**src/rtl/core/xcrc_pkg.sv**
```systemverilog
package xcrc_pkg;

    // frame geometry: block number, inverse, payload, two crc bytes
    localparam int unsigned BLOCK_BYTES = 128;
    localparam int unsigned POS_W       = 8;
    localparam int unsigned IDX_W       = 7;

    localparam logic [POS_W-1:0] POS_BLOCK    = POS_W'(0);
    localparam logic [POS_W-1:0] POS_INVERSE  = POS_W'(1);
    localparam logic [POS_W-1:0] POS_DATA     = POS_W'(2);
    localparam logic [POS_W-1:0] POS_CRC_HIGH = POS_W'(2 + BLOCK_BYTES);

    localparam logic [15:0] CRC_POLY = 16'h1021;

    localparam logic [7:0] SYNC_RETRY_RESET = 8'd60;

    // commands
    localparam logic [1:0] CMD_START   = 2'd0;
    localparam logic [1:0] CMD_BYTE    = 2'd1;
    localparam logic [1:0] CMD_TIMEOUT = 2'd2;

    // protocol bytes
    localparam logic [7:0] BYTE_SOH = 8'h01;
    localparam logic [7:0] BYTE_EOT = 8'h04;
    localparam logic [7:0] BYTE_ACK = 8'h06;
    localparam logic [7:0] BYTE_NAK = 8'h15;
    localparam logic [7:0] BYTE_CAN = 8'h18;
    localparam logic [7:0] BYTE_C   = 8'h43;

    // events
    localparam logic [2:0] EV_NONE      = 3'd0;
    localparam logic [2:0] EV_GOOD      = 3'd1;
    localparam logic [2:0] EV_DUP       = 3'd2;
    localparam logic [2:0] EV_REJ       = 3'd3;
    localparam logic [2:0] EV_END       = 3'd4;
    localparam logic [2:0] EV_ABORT     = 3'd5;
    localparam logic [2:0] EV_SYNCFAIL  = 3'd6;

    // apb register map
    localparam logic [2:0] ADDR_SYNC_RETRY_LIMIT = 3'd0;

endpackage

```
**src/rtl/core/xcrc_crc16_step.sv**
```systemverilog
module xcrc_crc16_step (
    input  logic [15:0] crc_in,
    input  logic [7:0]  data_in,
    output logic [15:0] crc_out
);
    import xcrc_pkg::*;

    logic [15:0] crc_v;

    // msb-first, one bit per step
    always_comb begin
        crc_v = crc_in ^ {data_in, 8'h00};
        for (int k = 0; k < 8; k++) begin
            if (crc_v[15]) begin
                crc_v = {crc_v[14:0], 1'b0} ^ CRC_POLY;
            end else begin
                crc_v = {crc_v[14:0], 1'b0};
            end
        end
        crc_out = crc_v;
    end

endmodule

```
**src/rtl/core/xmodem_crc_receiver_core.sv**
```systemverilog
// xmodem-crc receiver, 128-byte blocks. one request in (start, received byte or
// timeout) gives exactly one result out, carrying an optional byte to send back
// ('C', ACK or NAK), an optional payload byte with its index, an event code and
// the block number. payload bytes leave as soon as they arrive; the verdict
// comes with the second crc byte, so a consumer holds the block until event
// good or duplicate. the crc update is an eight step xor network that feeds the
// crc state register, and a new request is taken every cycle while the output
// register is empty or being drained. sync_retry_limit sits at apb address 0
// and should only be written while no request is in flight.
module xmodem_crc_receiver_core (
    input  logic        aclk,
    input  logic        aresetn,
    // apb configuration port
    input  logic        psel,
    input  logic        penable,
    input  logic        pwrite,
    input  logic [2:0]  paddr,
    input  logic [31:0] pwdata,
    output logic [31:0] prdata,
    output logic        pready,
    // request channel
    input  logic        s_valid,
    output logic        s_ready,
    input  logic [1:0]  s_cmd,
    input  logic [7:0]  s_rx_byte,
    // result channel
    output logic        m_valid,
    input  logic        m_ready,
    output logic        m_tx_valid,
    output logic [7:0]  m_tx_byte,
    output logic        m_data_valid,
    output logic [7:0]  m_data_byte,
    output logic [6:0]  m_data_index,
    output logic [2:0]  m_event_res,
    output logic [7:0]  m_block_number
);
    import xcrc_pkg::*;

    typedef enum logic [2:0] {
        PH_IDLE,
        PH_SYNC,
        PH_CTRL,
        PH_FRAME,
        PH_DONE
    } phase_t;

    // configuration
    logic [7:0] sync_limit_reg;

    // protocol state
    phase_t        phase_reg, phase_next;
    logic [7:0]    attempts_reg, attempts_next;
    logic [POS_W-1:0] pos_reg, pos_next;
    logic [7:0]    expected_reg, expected_next;
    logic [7:0]    rblock_reg, rblock_next;
    logic [7:0]    rinv_reg, rinv_next;
    logic [15:0]   crc_reg, crc_next;
    logic [7:0]    crc_high_reg, crc_high_next;

    // output register
    logic          m_valid_reg;
    logic          tx_valid_reg, tx_valid_next;
    logic [7:0]    tx_byte_reg, tx_byte_next;
    logic          data_valid_reg, data_valid_next;
    logic [7:0]    data_byte_reg, data_byte_next;
    logic [IDX_W-1:0] data_index_reg, data_index_next;
    logic [2:0]    event_reg, event_next;
    logic [7:0]    block_reg, block_next;

    logic          accept;
    logic          cfg_write;
    logic [15:0]   crc_step;
    logic [7:0]    attempts_inc;
    logic          is_ctrl_byte;
    logic          inv_ok;
    logic          seq_ok;
    logic          crc_ok;

    // apb: zero wait states, single register
    assign pready    = 1'b1;
    assign cfg_write = psel & penable & pwrite & (paddr == ADDR_SYNC_RETRY_LIMIT);
    assign prdata    = (paddr == ADDR_SYNC_RETRY_LIMIT) ? {24'd0, sync_limit_reg} : 32'd0;

    always_ff @(posedge aclk) begin
        if (!aresetn) begin
            sync_limit_reg <= SYNC_RETRY_RESET;
        end else if (cfg_write) begin
            sync_limit_reg <= pwdata[7:0];
        end
    end

    // take a new request whenever the output register is free or draining
    assign s_ready = !m_valid_reg || m_ready;
    assign accept  = s_valid && s_ready;

    xcrc_crc16_step u_crc (
        .crc_in  (crc_reg),
        .data_in (s_rx_byte),
        .crc_out (crc_step)
    );

    assign attempts_inc = attempts_reg + 8'd1;
    assign is_ctrl_byte = (s_rx_byte == BYTE_SOH) || (s_rx_byte == BYTE_EOT)
                       || (s_rx_byte == BYTE_CAN);
    // verdict terms for the last crc byte
    assign inv_ok = ((rblock_reg + rinv_reg) == 8'hFF);
    assign seq_ok = (rblock_reg == expected_reg);
    assign crc_ok = ({crc_high_reg, s_rx_byte} == crc_reg);

    always_comb begin
        phase_next      = phase_reg;
        attempts_next   = attempts_reg;
        pos_next        = pos_reg;
        expected_next   = expected_reg;
        rblock_next     = rblock_reg;
        rinv_next       = rinv_reg;
        crc_next        = crc_reg;
        crc_high_next   = crc_high_reg;
        tx_valid_next   = 1'b0;
        tx_byte_next    = 8'd0;
        data_valid_next = 1'b0;
        data_byte_next  = 8'd0;
        data_index_next = '0;
        event_next      = EV_NONE;
        block_next      = 8'd0;

        if (s_cmd == CMD_START) begin
            // restart the session from any phase
            phase_next    = PH_SYNC;
            attempts_next = 8'd0;
            pos_next      = '0;
            expected_next = 8'd1;
            rblock_next   = 8'd0;
            rinv_next     = 8'd0;
            crc_next      = 16'd0;
            crc_high_next = 8'd0;
            if (sync_limit_reg == 8'd0) begin
                event_next = EV_SYNCFAIL;
                phase_next = PH_DONE;
            end else begin
                tx_valid_next = 1'b1;
                tx_byte_next  = BYTE_C;
            end
        end else if (s_cmd == CMD_BYTE || s_cmd == CMD_TIMEOUT) begin
            case (phase_reg)
                PH_SYNC, PH_CTRL: begin
                    if (s_cmd == CMD_BYTE && is_ctrl_byte) begin
                        case (s_rx_byte)
                            BYTE_EOT: begin
                                tx_valid_next = 1'b1;
                                tx_byte_next  = BYTE_ACK;
                                event_next    = EV_END;
                                phase_next    = PH_DONE;
                            end
                            BYTE_CAN: begin
                                event_next = EV_ABORT;
                                phase_next = PH_DONE;
                            end
                            default: begin
                                // start of header
                                phase_next    = PH_FRAME;
                                pos_next      = '0;
                                rblock_next   = 8'd0;
                                rinv_next     = 8'd0;
                                crc_next      = 16'd0;
                                crc_high_next = 8'd0;
                            end
                        endcase
                    end else if (phase_reg == PH_SYNC) begin
                        // timeout or stray byte: one more failed attempt
                        attempts_next = attempts_inc;
                        if (attempts_inc < sync_limit_reg) begin
                            tx_valid_next = 1'b1;
                            tx_byte_next  = BYTE_C;
                        end else begin
                            event_next = EV_SYNCFAIL;
                            phase_next = PH_DONE;
                        end
                    end else begin
                        tx_valid_next = 1'b1;
                        tx_byte_next  = BYTE_NAK;
                    end
                end
                PH_FRAME: begin
                    if (s_cmd == CMD_TIMEOUT) begin
                        tx_valid_next = 1'b1;
                        tx_byte_next  = BYTE_NAK;
                        event_next    = EV_REJ;
                        block_next    = (pos_reg != '0) ? rblock_reg : 8'd0;
                        phase_next    = PH_CTRL;
                        pos_next      = '0;
                    end else if (pos_reg == POS_BLOCK) begin
                        rblock_next = s_rx_byte;
                        pos_next    = pos_reg + POS_W'(1);
                    end else if (pos_reg == POS_INVERSE) begin
                        rinv_next = s_rx_byte;
                        pos_next  = pos_reg + POS_W'(1);
                    end else if (pos_reg < POS_CRC_HIGH) begin
                        // payload byte goes straight out
                        crc_next        = crc_step;
                        data_valid_next = 1'b1;
                        data_byte_next  = s_rx_byte;
                        data_index_next = IDX_W'(pos_reg - POS_DATA);
                        pos_next        = pos_reg + POS_W'(1);
                    end else if (pos_reg == POS_CRC_HIGH) begin
                        crc_high_next = s_rx_byte;
                        pos_next      = pos_reg + POS_W'(1);
                    end else begin
                        // crc low byte: block verdict
                        block_next    = rblock_reg;
                        tx_valid_next = 1'b1;
                        if (inv_ok && seq_ok && crc_ok) begin
                            expected_next = expected_reg + 8'd1;
                            tx_byte_next  = BYTE_ACK;
                            event_next    = EV_GOOD;
                        end else if (inv_ok && (rblock_reg == expected_reg - 8'd1)) begin
                            tx_byte_next = BYTE_ACK;
                            event_next   = EV_DUP;
                        end else begin
                            tx_byte_next = BYTE_NAK;
                            event_next   = EV_REJ;
                        end
                        phase_next = PH_CTRL;
                        pos_next   = '0;
                    end
                end
                default: begin
                    // idle and finished ignore bytes and timeouts
                end
            endcase
        end
    end

    // protocol state and result register
    always_ff @(posedge aclk) begin
        if (!aresetn) begin
            phase_reg      <= PH_IDLE;
            attempts_reg   <= 8'd0;
            pos_reg        <= '0;
            expected_reg   <= 8'd1;
            rblock_reg     <= 8'd0;
            rinv_reg       <= 8'd0;
            crc_reg        <= 16'd0;
            crc_high_reg   <= 8'd0;
            m_valid_reg    <= 1'b0;
            tx_valid_reg   <= 1'b0;
            tx_byte_reg    <= 8'd0;
            data_valid_reg <= 1'b0;
            data_byte_reg  <= 8'd0;
            data_index_reg <= '0;
            event_reg      <= EV_NONE;
            block_reg      <= 8'd0;
        end else if (accept) begin
            phase_reg      <= phase_next;
            attempts_reg   <= attempts_next;
            pos_reg        <= pos_next;
            expected_reg   <= expected_next;
            rblock_reg     <= rblock_next;
            rinv_reg       <= rinv_next;
            crc_reg        <= crc_next;
            crc_high_reg   <= crc_high_next;
            m_valid_reg    <= 1'b1;
            tx_valid_reg   <= tx_valid_next;
            tx_byte_reg    <= tx_byte_next;
            data_valid_reg <= data_valid_next;
            data_byte_reg  <= data_byte_next;
            data_index_reg <= data_index_next;
            event_reg      <= event_next;
            block_reg      <= block_next;
        end else if (m_ready) begin
            m_valid_reg <= 1'b0;
        end
    end

    assign m_valid        = m_valid_reg;
    assign m_tx_valid     = tx_valid_reg;
    assign m_tx_byte      = tx_byte_reg;
    assign m_data_valid   = data_valid_reg;
    assign m_data_byte    = data_byte_reg;
    assign m_data_index   = data_index_reg;
    assign m_event_res    = event_reg;
    assign m_block_number = block_reg;

endmodule

```
**config.mk**
```make
export PLATFORM = sky130hd
export DESIGN_NAME = xmodem_crc_receiver_core
export DESIGN_NICKNAME = d
export VERILOG_FILES = /design/src/rtl/core/xcrc_pkg.sv /design/src/rtl/core/xcrc_crc16_step.sv /design/src/rtl/core/xmodem_crc_receiver_core.sv
export SDC_FILE = /design/constraint.sdc
export NUM_CORES = 1
export LEC_CHECK = 0
export BUFFER_PORTS_ARGS = -buffer_cell sky130_fd_sc_hd__buf_4
export CORE_MARGIN = 2
export CORE_UTILIZATION = 40
export CTS_CLUSTER_DIAMETER = 120
export DETAILED_ROUTE_END_ITERATION = 10
export MAX_ROUTING_LAYER = met4
export SLEW_MARGIN = 10
export SYNTH_ARGS = -nofsm -noshare
export SYNTH_HDL_FRONTEND = slang
export SYNTH_SLANG_ARGS = --single-unit
```
**constraint.sdc**
```tcl
create_clock -name aclk -period 5.2 [get_ports aclk]
set_clock_uncertainty 0.15 [all_clocks]
set_input_delay 1.04 -clock aclk [delete_from_list [all_inputs] [get_ports aclk]]
set_output_delay 1.04 -clock aclk [all_outputs]
set_load 0.01 [all_outputs]
```
Word level (Yosys, flattened, before mapping)
Index checks and enable logic that the tools add are counted.
Cells by class
  bitwise logic cells: 12
  add/sub/neg operators: 6
  reductions and logical operators: 32
  equal/unequal tests: 36
  multiplexer cells: 149
  magnitude comparators: 2
Operators by type and width (number)
  $mux W8: 60
  $mux W16: 8
  $mux W13: 8
  $pmux W8 S2: 5
  $mux W7: 9
  $mux W3: 19
  $mux W5: 7
  $pmux W16 S2: 1
  $ne A3 B3 Y1 const B: 10
  $reduce_and A9 Y1: 3
  $add A8 B1 Y8 const B: 3
  $ne A4 B4 Y1 const B: 6
  $not A3 Y3: 8
  $mux W1: 22
  $pmux W3 S2: 3
  $eq A16 B16 Y1: 1
  $eq A8 B1 Y1 const B: 2
  $eq A8 B8 Y1: 2
  $eq A8 B8 Y1 const B: 2
  $logic_not A8 Y1: 2
  $xor A16 B16 Y16: 1
  $mux W2: 6
  $ne A2 B2 Y1 const B: 6
  $reduce_bool A2 Y1: 6
  other kinds (25): 37
Storage, ports and cells
  logic and storage cells: 254
  bits of input ports: 52
  bits in registers: 112
  output and inout bits: 71

Depth between registers and ports, before layout
Gate-level depths: netlist of the first run.
  word-level depth: 24
  gate-level depth with buffers: 11
  depth with buffers taken out: 11

Modules after synthesis
A second synthesis of the first run with hierarchy kept.
Second synthesis, totals
  cell total of the unflattened synthesis: 795
  area, all modules: 7018.0 sq um
Modules (own cells, without submodules)
  xmodem_crc_receiver_core: cells each 770, area an instance 6622.6 sq um, sequential area each 2182.1 sq um, instances 1
  xcrc_crc16_step: cells each 25, area an instance 395.4 sq um, sequential area each 0.0 sq um, instances 1

Worst setup path before layout of the first run
No wires, ideal clock.
  path kind: in2reg
  start: input port s_cmd[0]
  end: register expected_reg[6]
  library setup time: 0.072 ns
  arrival time: 2.924 ns
  slack: 2.055 ns
  buffers on the path: 1
  required time: 4.978 ns
  stages: 8
  path through: ha_1 -> or3_1 -> clkbuf_1 -> or4_1 -> nor3_1 -> nand4_1 -> a21oi_1 -> mux2i_1
On the way
  cells in the longest elaborated chain, start to end: 4
  elaborated cells on any way between the ends: 14
  those cells by class: eq/ne (7); mux (1); reduce/logical (6)
RTL lines
  from (decl): RTL line xmodem_crc_receiver_core.sv:24  | input logic [1:0] s_cmd,
  $eq A2 B1 Y1 or $eq A2 B2 Y1 (tied branches): RTL line xmodem_crc_receiver_core.sv:144, xmodem_crc_receiver_core.sv:185
  $logic_or A1 B1 Y1: RTL line xmodem_crc_receiver_core.sv:144  | end else if (s_cmd == CMD_BYTE || s_cmd == CMD_TIMEOUT) begin
  $reduce_bool A2 Y1 (no line)
  $reduce_and A9 Y1 (no line)
  to (signal assigned): RTL line xmodem_crc_receiver_core.sv:257  | expected_reg <= expected_next;
  to (decl): RTL line xmodem_crc_receiver_core.sv:54  | logic [7:0] expected_reg, expected_next;
Parallel ways exist; a longest one is shown, timed or not.
A chain may end at the register's enable or synchronous reset.

Worst setup path in the final report of the first run
  start: input port s_cmd[1]
  end: register crc_reg[0]
On the way
  cells in the longest elaborated chain, start to end: 4
  elaborated cells on any way between the ends: 15
  those cells by class: eq/ne (8); mux (1); reduce/logical (6)
RTL lines
  $eq A2 B1 Y1 or $eq A2 B2 Y1 (tied branches): RTL line xmodem_crc_receiver_core.sv:144, xmodem_crc_receiver_core.sv:147, xmodem_crc_receiver_core.sv:185
  $logic_and A1 B1 Y1 or $logic_or A1 B1 Y1 (tied branches): RTL line xmodem_crc_receiver_core.sv:147, xmodem_crc_receiver_core.sv:144
  $ne A3 B3 Y1 (no line) or $reduce_bool A2 Y1 (tied branches)
  $reduce_and A9 Y1 (no line)
  to (signal assigned): RTL line xmodem_crc_receiver_core.sv:260  | crc_reg <= crc_next;
  to (decl): RTL line xmodem_crc_receiver_core.sv:57  | logic [15:0] crc_reg, crc_next;
Parallel ways exist; a longest one is shown, timed or not.

==> results.toml, run 1 <==
[setup_path]
worst_setup_path_startpoint = "s_cmd[1]"
setup.worst_path.class = "primary input to flop"
worst_ep_arrival_ns = 3.50
launching_element_type_of_the_critical_path = "primary input"
worstPathMaxFanout = 18
crit_path_end_kind = "flop"
worst-endpoint-required_ns = 5.34
timing.rr.start = "rblock_reg[0]$_SDFFE_PN0P_"

[synthesis]
synth.lib_cells_used.distinct = 71
ys_seq_area_frac = 0.327
synth_top_cells_by_count = "109 x sky130_fd_sc_hd__dfxtp_1, 101 x sky130_fd_sc_hd__nor2_1, 70 x sky130_fd_sc_hd__nand2_1"
postSynth.asyncResetShare = 0
post_synth_mux_area_share = 0.0435
synthDominantCellAreaShare = 0.327
synthAdderAreaFrac = 0.0552
synth-seq-cells = 109
syn_area_mm2 = 0.00667
synth_compound_gate_area_share = 0.157
top_cells_by_area_synth = "sky130_fd_sc_hd__dfxtp_1 33%, sky130_fd_sc_hd__nor2_1 5.7%, sky130_fd_sc_hd__ha_1 5.1%"
synth_area_in_simple_gates = 0.245
ys_flop_type = "sky130_fd_sc_hd__dfxtp_1"
synth-xor-area-share = 0.0933
synth_top_family_by_area = "simple AND/OR/NAND/NOR gates"
post_synth.cell_area_avg_um2 = 8.16
netlist_instances = 817
yosys_warnings = 0
number_of_enable_type_register_cells_in_the_synthesized_netlist = 0
cell_with_the_most_instances_after_synthesis = "sky130_fd_sc_hd__dfxtp_1"
yosysTopAreaCell = "sky130_fd_sc_hd__dfxtp_1"

[pwr]
power.internal_mw = 1.24
combPwrFrac = 0.091
pwr-share-clk = 0.417
p_leak_nw = 2.94
switching_power_mw = 0.477
power_per_cell_area_mw_per_mm2 = 228
worst_ir_drop_vdd_mv = 0.152
seq_power_share = 0.492
power_switching_share = 0.278

[hold_path]
hold_path.class = "flop to flop"
hold_path_startpoint = "m_tx_byte[2]$_SDFFE_PN0P_"

[detailed_routing]
drt_first_iter_violations = 385
num_vias = 5737
wl_um = 17200
viasPerCell = 5.29
avgRoutedWirePerCell_um = 15.9
drtAntennaViolNets = 0
detailedRoute.firstPassIterationCount = 5
number_of_remaining_drc_errors = 0

[timing]
fin_tns_setup_ns = 0
timing.final.hold_violations = 0
finalMaxSlewViolations = 0
rsz0062_at_grt = "false"
post-route-period-util = 0.647
max_freq_mhz = 297
finalSetupViolCount = 0
maxSlewHeadroom = 0.455
max_slew.worst_pin.slew_ns = 0.816
fin_crit_ns = 3.36

[placement]
portBuffers = 70
detailed_place.area_mm2 = 0.00721
globalplace.congestion = 0.872
hpwlAfterDp_um = 12600

[die]
die-height_um = 133
pin_count = 123
dieArea_mm2 = 0.0177
die_span_in_x_um = 133
std_cell_rows = 47
floorplan.initialDensity = 0.406
core-area_mm2 = 0.0164

[global_route]
globalRouteTotalUtil = 0.202
grt_first_pass_wirelength_um = 27800
grt_remaining_overflow = 0
first_global_vias = 5201
grt_antenna_before_repair = 0
grt_start_max_net_pins = 53

[clock_tree]
cts_tree = "done"
clockRootBuffer = "sky130_fd_sc_hd__clkbuf_16"
worstSkewPairLatency_ns = 0.37
holdBufCountCts = 0
htreeDepth = 3
cts_buffer_depth = 2
cts.repair_timing.setup_buffer_count = 0
cts_made_buffers = 9
clock_sink_count = 109
cts.clk_slew.worst_paths_ns = 0.08
ctsResizeCount = 0

[cells_and_area]
largest_register_ff_count = 16
area.sequential_mm2 = 0.00218
finalInstanceArea_mm2 = 0.00751
antennaDiodeCount = 0
area_of_combinational_cells_with_multiple_inputs_mm2 = 0.00406
synthToLayoutAreaGrowth_pct = 12.7
layout.filler_cells = 1668
num-nets-final = 940
drive_gt1_frac = 0.133

[flow_run]
drv_cap = 0

[run_status]
run_status = "finished, final reports clean"
-- through the flow --
step | cells | setup slack (ns) | total power, mW | hold slack [ns] | util
floorplan | 843 | 2.05 | 0.979 | 0.305 | -
CTS | 1085 | 1.85 | 1.72 | 0.323 | 0.458
global placement | 1069 | 1.49 | 1.02 | 0.301 | 0.439
detailed placement | 1069 | 1.48 | 1.02 | 0.306 | 0.439
finish | 1085 | 1.84 | 1.71 | 0.323 | 0.458
global route | 1085 | 1.50 | 1.78 | 0.353 | 0.458
-- layer usage --
layer	track usage	routed length (um)	vias up
met5	-	0	-
met4	0.0715	301	0
met3	0.0247	460	21
met2	0.316	8040	92
met1	0.272	8440	2722
li1	-	-	2902
-- layout by cell type (no fill, tap or decap), drive strengths merged, types with 4 or more instances in the layout --
master  synthesis  final
or3            11     11
and3           17     17
and2           13     13
nor3           18     18
xor2           33     33
o221ai          4      4
ha             27     27
buf            42     77
nand3          35     35
nor3b           4      4
dfxtp         109    109
conb            2     28
mux2i          29     29
a311oi          4      4
nand3b          6      6
xnor2          38     38
clkbuf         29      9
nor2          101    101
nand4b          4      4
a21oi          51     51
inv            30     34
a21o            5      5
nor2b           4      4
o31ai           5      5
nand2          71     71
nor4            6      6
o211ai          7      7
a22oi          24     24
o21a            4      4
or4             6      6
o21ai          23     23
nand4          10     10
-- worst max-delay path: stages --
cell	delay, ns
sky130_fd_sc_hd__buf_4	0.12
sky130_fd_sc_hd__inv_1	0.07
sky130_fd_sc_hd__ha_1	0.53
sky130_fd_sc_hd__buf_4	0.28
sky130_fd_sc_hd__nor2_1	0.06
sky130_fd_sc_hd__buf_4	0.23
sky130_fd_sc_hd__nand2_2	0.11
sky130_fd_sc_hd__nand3_2	0.31
sky130_fd_sc_hd__or4_1	0.59
sky130_fd_sc_hd__a21oi_1	0.15
-- power by group through the flow --
| stage | Sequential, mW | Clock [mW] | Combinational, mW |
|---|---|---|---|
| 2_1_floorplan | 0.863 | 0 | 0.116 |
| 3_3_place_gp | 0.863 | 0 | 0.155 |
| 3_5_place_dp | 0.863 | 0 | 0.155 |
| 4_1_cts | 0.843 | 0.725 | 0.156 |
| 5_1_grt | 0.844 | 0.763 | 0.171 |
| 6_report | 0.843 | 0.714 | 0.156 |
-- cell families after synthesis --
family,count (synthesis)
other,2
buffers and inverters,101
XOR/XNOR,71
AND/OR/NAND/NOR,320
AO/OA/AOI/OAI,156
multiplexers,29
flip-flops,109
adder cells (fa/ha/maj),29
-- final cells by class --
type / instances / area share
inverter: 30 / 0.0150
tap: 220 / 0.0366
sequential: 109 / 0.290
timing repair buffer: 77 / 0.0769
multi-input combinational: 633 / 0.541
clock inverter: 7 / 0.0103
clock buffer: 9 / 0.0300
-- final timing paths --
path / to / slack (ns) / cells after the start
worst min-delay path: m_tx_byte[2]$_SDFFE_PN0P_ / 0.32 / 2
worst max-delay path: crc_reg[0]$_SDFFE_PN0P_ / 1.84 / 10
worst min register to register: m_tx_byte[2]$_SDFFE_PN0P_ / 0.32 / 2
worst max register to register: expected_reg[5]$_SDFFE_PN0P_ / 1.91 / 10
Note: power is estimated with default switching activity, not from simulation.
==> run 2: changes to the inputs <==
- clock period: 5.2 -> 3.2 ns (I/O delays scaled with it)
==> run 2 against run 1 <==
Compared with the run above:
- non-clock buffer count rose by 22
- via count up 2.2%
- highest routed layer unchanged
- final cell count is 2.0% higher
- critical path type is now flop to flop
- critical path depth is 1 higher
- sequential share of layout area decreased by 0.98 points
==> results.toml, run 2 (synthesized netlist as in run 1, its figures left out) <==
[pwr]
p_leak_nw = 3.07
finalPower_mw = 2.82
worst_ir_drop_vdd_mv = 0.261
power_per_cell_area_mw_per_mm2 = 363

[cells_and_area]
stdcell_count = 1107
num-nets-final = 962
final_core_utilization = 0.474
synthToLayoutAreaGrowth_pct = 16.6
layout.filler_cells = 1632
final_common_cell = "sky130_fd_sc_hd__dfxtp_1"
largest_register_ff_count = 16
mostFrequentLayoutCells = "109 x sky130_fd_sc_hd__dfxtp_1, 101 x sky130_fd_sc_hd__nor2_1, 94 x sky130_fd_sc_hd__buf_4, 70 x sky130_fd_sc_hd__nand2_1, 51 x sky130_fd_sc_hd__a21oi_1"
finalInstanceArea_mm2 = 0.00777
antennaDiodeCount = 0
drive_gt1_frac = 0.160

[global_route]
grt_remaining_overflow = 0
grt_start_max_net_pins = 56
grt_antenna_before_repair = 0
grt_first_pass_wirelength_um = 28200
globalRouteTotalUtil = 0.205
first_global_vias = 5409

[timing]
worst_slack_ns = 0.214
max_slew.worst_pin.slew_ns = 0.743
finalHoldWorstSlack_ns = 0.312
post-route-period-util = 0.933
fin_crit_ns = 2.99
finalSetupViolCount = 0
fin_tns_setup_ns = 0
maxSlewHeadroom = 0.504
max_freq_mhz = 335
finalMaxSlewViolations = 0
timing.final.hold_violations = 0

[setup_path]
setup.worst_path.class = "flop to flop"
launching_element_type_of_the_critical_path = "flop"
worst_ep_arrival_ns = 3.12
worstPathMaxFanout = 6
crit_path_end_kind = "flop"
critPathMaxStageDelay_ns = 0.39
regToRegSetupSlack_ns = 0.21
worst-endpoint-required_ns = 3.34
critical-path-slowest-cell = "sky130_fd_sc_hd__fa_1"
crit_chain = "ha_1, inv_1, fa_1, xor2_1, a2111oi_1, nand4b_1, nor4bb_2, nand4_1, buf_4, a21oi_1, mux2i_1"

[clock_tree]
cts.clk_slew.worst_paths_ns = 0.08
clock_sink_count = 109
cts_buffer_depth = 2
cts.repair_timing.setup_buffer_count = 0
cts_tree = "done"
holdBufCountCts = 0
clockRootBuffer = "sky130_fd_sc_hd__clkbuf_16"
cts_made_buffers = 9
ctsResizeCount = 0
worstSkewPairLatency_ns = 0.36
htreeDepth = 3

[placement]
hpwlAfterDp_um = 12800
post-place-cells = 1091
detailed_place.area_mm2 = 0.00744
globalplace.congestion = 0.899
portBuffers = 70
place_worst_setup_slack_ns = 0.149

[die]
die_span_in_x_um = 133
pin_count = 123
die-height_um = 133
core-area_mm2 = 0.0164
floorplan.initialDensity = 0.406
dieArea_mm2 = 0.0177
std_cell_rows = 47

[hold_path]
hold_path.class = "flop to flop"

[flow_run]
drv_cap = 0

[detailed_routing]
drtAntennaViolNets = 0
num_vias = 5865
number_of_remaining_drc_errors = 0
wl_um = 17500
viasPerCell = 5.30
detailedRoute.firstPassIterationCount = 5
avgRoutedWirePerCell_um = 15.8
drt_first_iter_violations = 429

[run_status]
run_status = "finished, final reports clean"
## run 2: cell count changes in the layout (fill, tap and decap cells not counted), sizes merged
cell,delta
inv,-3
clkinvlp,+1
buf,+22
clkinv,+1
bufinv,+1
## run 2: area by class of cell
class	count	area [um^2]	share of cell area
multi-input cells	633	4090	0.526
flip-flops and latches	109	2180	0.281
repair buffers	99	806	0.104
well taps	220	275	0.0354
clock buffers	9	225	0.0290
inverters	30	113	0.0145
clock inverters	7	85.1	0.0109
## run 2: critical path: cells and delay by family (launching register included)
kind,cells,cell delay [ns]
compound gates,2,0.57
mux,1,0.20
flops,1,0.34
simple gates,3,0.68
xor+xnor,1,0.18
fa+ha+maj,2,0.56
buf+inv,2,0.25
## run 2: final timing paths
check / from / end / cells after the start
setup / recovery: rinv_reg[0]$_SDFFE_PN0P_ / expected_reg[6]$_SDFFE_PN0P_ / 11
hold / removal: m_tx_byte[2]$_SDFFE_PN0P_ / m_tx_byte[2]$_SDFFE_PN0P_ / 2
setup reg to reg: rinv_reg[0]$_SDFFE_PN0P_ / expected_reg[6]$_SDFFE_PN0P_ / 11
hold reg to reg: m_tx_byte[2]$_SDFFE_PN0P_ / m_tx_byte[2]$_SDFFE_PN0P_ / 2
## run 2: where the power goes
group | switching (mW) | internal (mW) | leakage (nW)
clock | 0.559 | 0.619 | 0.149
combinational | 0.172 | 0.103 | 2.04
sequential | 0.00577 | 1.36 | 0.879
total | 0.737 | 2.08 | 3.07
## run 2: per-layer routing
metal,vias to the layer above,global-route usage,wire [um]
met4,0,0.0839,452
met3,27,0.0198,626
met2,123,0.315,7860
li1,2939,-,-
met5,-,-,0
met1,2776,0.278,8550
==> run 3: changes to the inputs <==
- ABC_AREA: not set -> 1
- SLEW_MARGIN: 10 -> 20
- SYNTH_HIERARCHICAL: not set -> 1
==> run 3 against run 2 <==
Compared with the run above:
- sequential cell count unchanged
- utilization decreased by 1.0 points
- non-clock buffer count decreased by 14
- hold slack improved by 0.0031 ns
- maximum frequency increased by 9.6%
- area after synthesis increased by 5.1%
- clock power increased by 7%
- largest cell class unchanged
- combinational power increased by 88%
==> results.toml, run 3 <==
[setup_path]
crit_path_end_kind = "flop"
critical-path-slowest-cell = "sky130_fd_sc_hd__dfxtp_1"
worstPathMaxFanout = 5
worst-endpoint-required_ns = 3.36
setup.worst_path.class = "flop to flop"
crit_chain = "nand3_1, nand3b_1, nor2_1, nand2_1, xor2_1, inv_1, ha_1, a21oi_1, o21ai_0, a21oi_2, o21ai_0, o21ai_0, nand2_1, nand3_1, nand2_1, inv_1"
launching_element_type_of_the_critical_path = "flop"
critPathMaxStageDelay_ns = 0.41
worst_ep_arrival_ns = 2.88

[clock_tree]
cts.repair_timing.setup_buffer_count = 0
cts_made_buffers = 9
cts_buffer_depth = 2
clockRootBuffer = "sky130_fd_sc_hd__clkbuf_16"
worstSkewPairLatency_ns = 0.35
clock_sink_count = 109
ctsResizeCount = 0
cts_tree = "done"
holdBufCountCts = 0
htreeDepth = 3
cts.clk_slew.worst_paths_ns = 0.07

[global_route]
grt_antenna_before_repair = 0
first_global_vias = 5800
grt_start_max_net_pins = 34
globalRouteTotalUtil = 0.200
grt_first_pass_wirelength_um = 28600
grt_remaining_overflow = 0

[timing]
max_freq_mhz = 367
timing.final.hold_violations = 0
worst_slack_ns = 0.475
finalSetupViolCount = 0
finalMaxSlewViolations = 0
max_slew.worst_pin.slew_ns = 0.628
rsz0062_at_grt = "false"
fin_crit_ns = 2.72
fin_tns_setup_ns = 0
maxSlewHeadroom = 0.581
post-route-period-util = 0.851

[die]
die_span_in_x_um = 136
std_cell_rows = 48
die-height_um = 136
core-area_mm2 = 0.0172
dieArea_mm2 = 0.0186
floorplan.initialDensity = 0.406
pin_count = 123

[synthesis]
ys_seq_area_frac = 0.311
top_cells_by_area_synth = "sky130_fd_sc_hd__dfxtp_1 31%, sky130_fd_sc_hd__nand2_1 17%, sky130_fd_sc_hd__a21oi_1 7.1%"
synth.lib_cells_used.distinct = 46
cell_with_the_most_instances_after_synthesis = "sky130_fd_sc_hd__nand2_1"
synth-seq-cells = 109
post_synth.cell_area_avg_um2 = 6.53
netlist_instances = 1073
yosysTopAreaCell = "sky130_fd_sc_hd__dfxtp_1"
ys_flop_type = "sky130_fd_sc_hd__dfxtp_1"
synth_top_cells_by_count = "308 x sky130_fd_sc_hd__nand2_1, 126 x sky130_fd_sc_hd__inv_1, 109 x sky130_fd_sc_hd__dfxtp_1"
synthDominantCellAreaShare = 0.311
syn_area_mm2 = 0.00701
yosys_warnings = 6
postSynth.asyncResetShare = 0
number_of_enable_type_register_cells_in_the_synthesized_netlist = 0

[cells_and_area]
mostFrequentLayoutCells = "308 x sky130_fd_sc_hd__nand2_1, 126 x sky130_fd_sc_hd__inv_1, 109 x sky130_fd_sc_hd__dfxtp_1, 104 x sky130_fd_sc_hd__nor2_1, 99 x sky130_fd_sc_hd__a21oi_1"
drive_gt1_frac = 0.136
antennaDiodeCount = 0
final_common_cell = "sky130_fd_sc_hd__nand2_1"
largest_register_ff_count = 16
num-nets-final = 1218
synthToLayoutAreaGrowth_pct = 14.1

[pwr]
worst_ir_drop_vdd_mv = 0.296
p_leak_nw = 3.77
finalPower_mw = 3.21
power_per_cell_area_mw_per_mm2 = 402

[placement]
hpwlAfterDp_um = 13600
place_worst_setup_slack_ns = 0.397
globalplace.congestion = 0.932
portBuffers = 70

[flow_run]
drv_cap = 0

[detailed_routing]
drt_first_iter_violations = 490
detailedRoute.firstPassIterationCount = 5
avgRoutedWirePerCell_um = 13.0
number_of_remaining_drc_errors = 0
drtAntennaViolNets = 0
wl_um = 17800
num_vias = 6584
viasPerCell = 4.81

[hold_path]
hold_path.class = "flop to flop"

[run_status]
run_status = "finished, final reports clean"
==> run 3: cell count changes in the layout (fill, tap and decap cells not counted), sizes merged, moves of 19 or more <==
cell   change
o21ai     +19
nand3     +26
a21oi     +52
inv      +106
mux2i     -29
nand2    +255
xnor2     -33
a22oi     -24
==> run 3: layer usage <==
metal  GRT usage  routed length, um  vias up
met5           -                  0        -
met4      0.0527                218        0
met3      0.0209                688       16
met2       0.321               8200      149
met1       0.268               8710     2949
li1            -                  -     3470
==> run 3: where the power goes <==
group | internal, mW | total (mW) | switching [mW]
sequential | 1.40 | 1.43 | 0.0347
combinational | 0.183 | 0.518 | 0.335
clock | 0.736 | 1.26 | 0.524
total | 2.32 | 3.21 | 0.893
==> run 3: final cells by class <==
class	count	area (um^2)
Fill cell	1833	9240
Multi-Input combinational cell	798	4050
Sequential cell	109	2180
Timing Repair Buffer	85	638
Inverter	135	507
Tap cell	225	282
Clock buffer	12	256
Clock inverter	4	77.6
==> run 3: final timing paths <==
path / startpoint / to / slack (ns) / depth (start not counted)
min reg2reg: m_data_index[4]$_SDFFE_PN0P_ / m_data_index[4]$_SDFFE_PN0P_ / 0.32 / 2
max reg2reg: attempts_reg[0]$_SDFFE_PN0P_ / m_tx_byte[0]$_SDFFE_PN0P_ / 0.48 / 16
min: m_data_index[4]$_SDFFE_PN0P_ / m_data_index[4]$_SDFFE_PN0P_ / 0.32 / 2
max: attempts_reg[0]$_SDFFE_PN0P_ / m_tx_byte[0]$_SDFFE_PN0P_ / 0.48 / 16
==> run 3: stage by stage <==
step / hold slack [ns] / utilization / cell area [um^2] / cells
floorplan: 0.294 / - / 7100 / 1099
global placement: 0.303 / 0.444 / 7660 / 1352
detailed placement: 0.308 / 0.444 / 7660 / 1352
CTS: 0.318 / 0.464 / 7990 / 1368
global route: 0.332 / 0.464 / 7990 / 1368
finish: 0.316 / 0.464 / 7990 / 1368
==> run 3: worst max-delay path, delay by kind of cell (launching register included) <==
| family | cells | cell delay (ns) |
|---|---|---|
| AND/OR/NAND/NOR | 7 | 0.75 |
| flip-flops | 1 | 0.41 |
| XOR/XNOR | 1 | 0.13 |
| buffers and inverters | 2 | 0.14 |
| adder cells (fa/ha/maj) | 1 | 0.29 |
| AO/OA/AOI/OAI | 5 | 0.82 |
==> run 3: cell families after synthesis <==
kind of cell,Yosys count,share of synthesized area
simple gates,553,0.350
other cells,2,0.00107
flops,109,0.311
xor+xnor,35,0.0438
buf+inv,192,0.125
compound gates,154,0.118
fa+ha+maj,28,0.0511
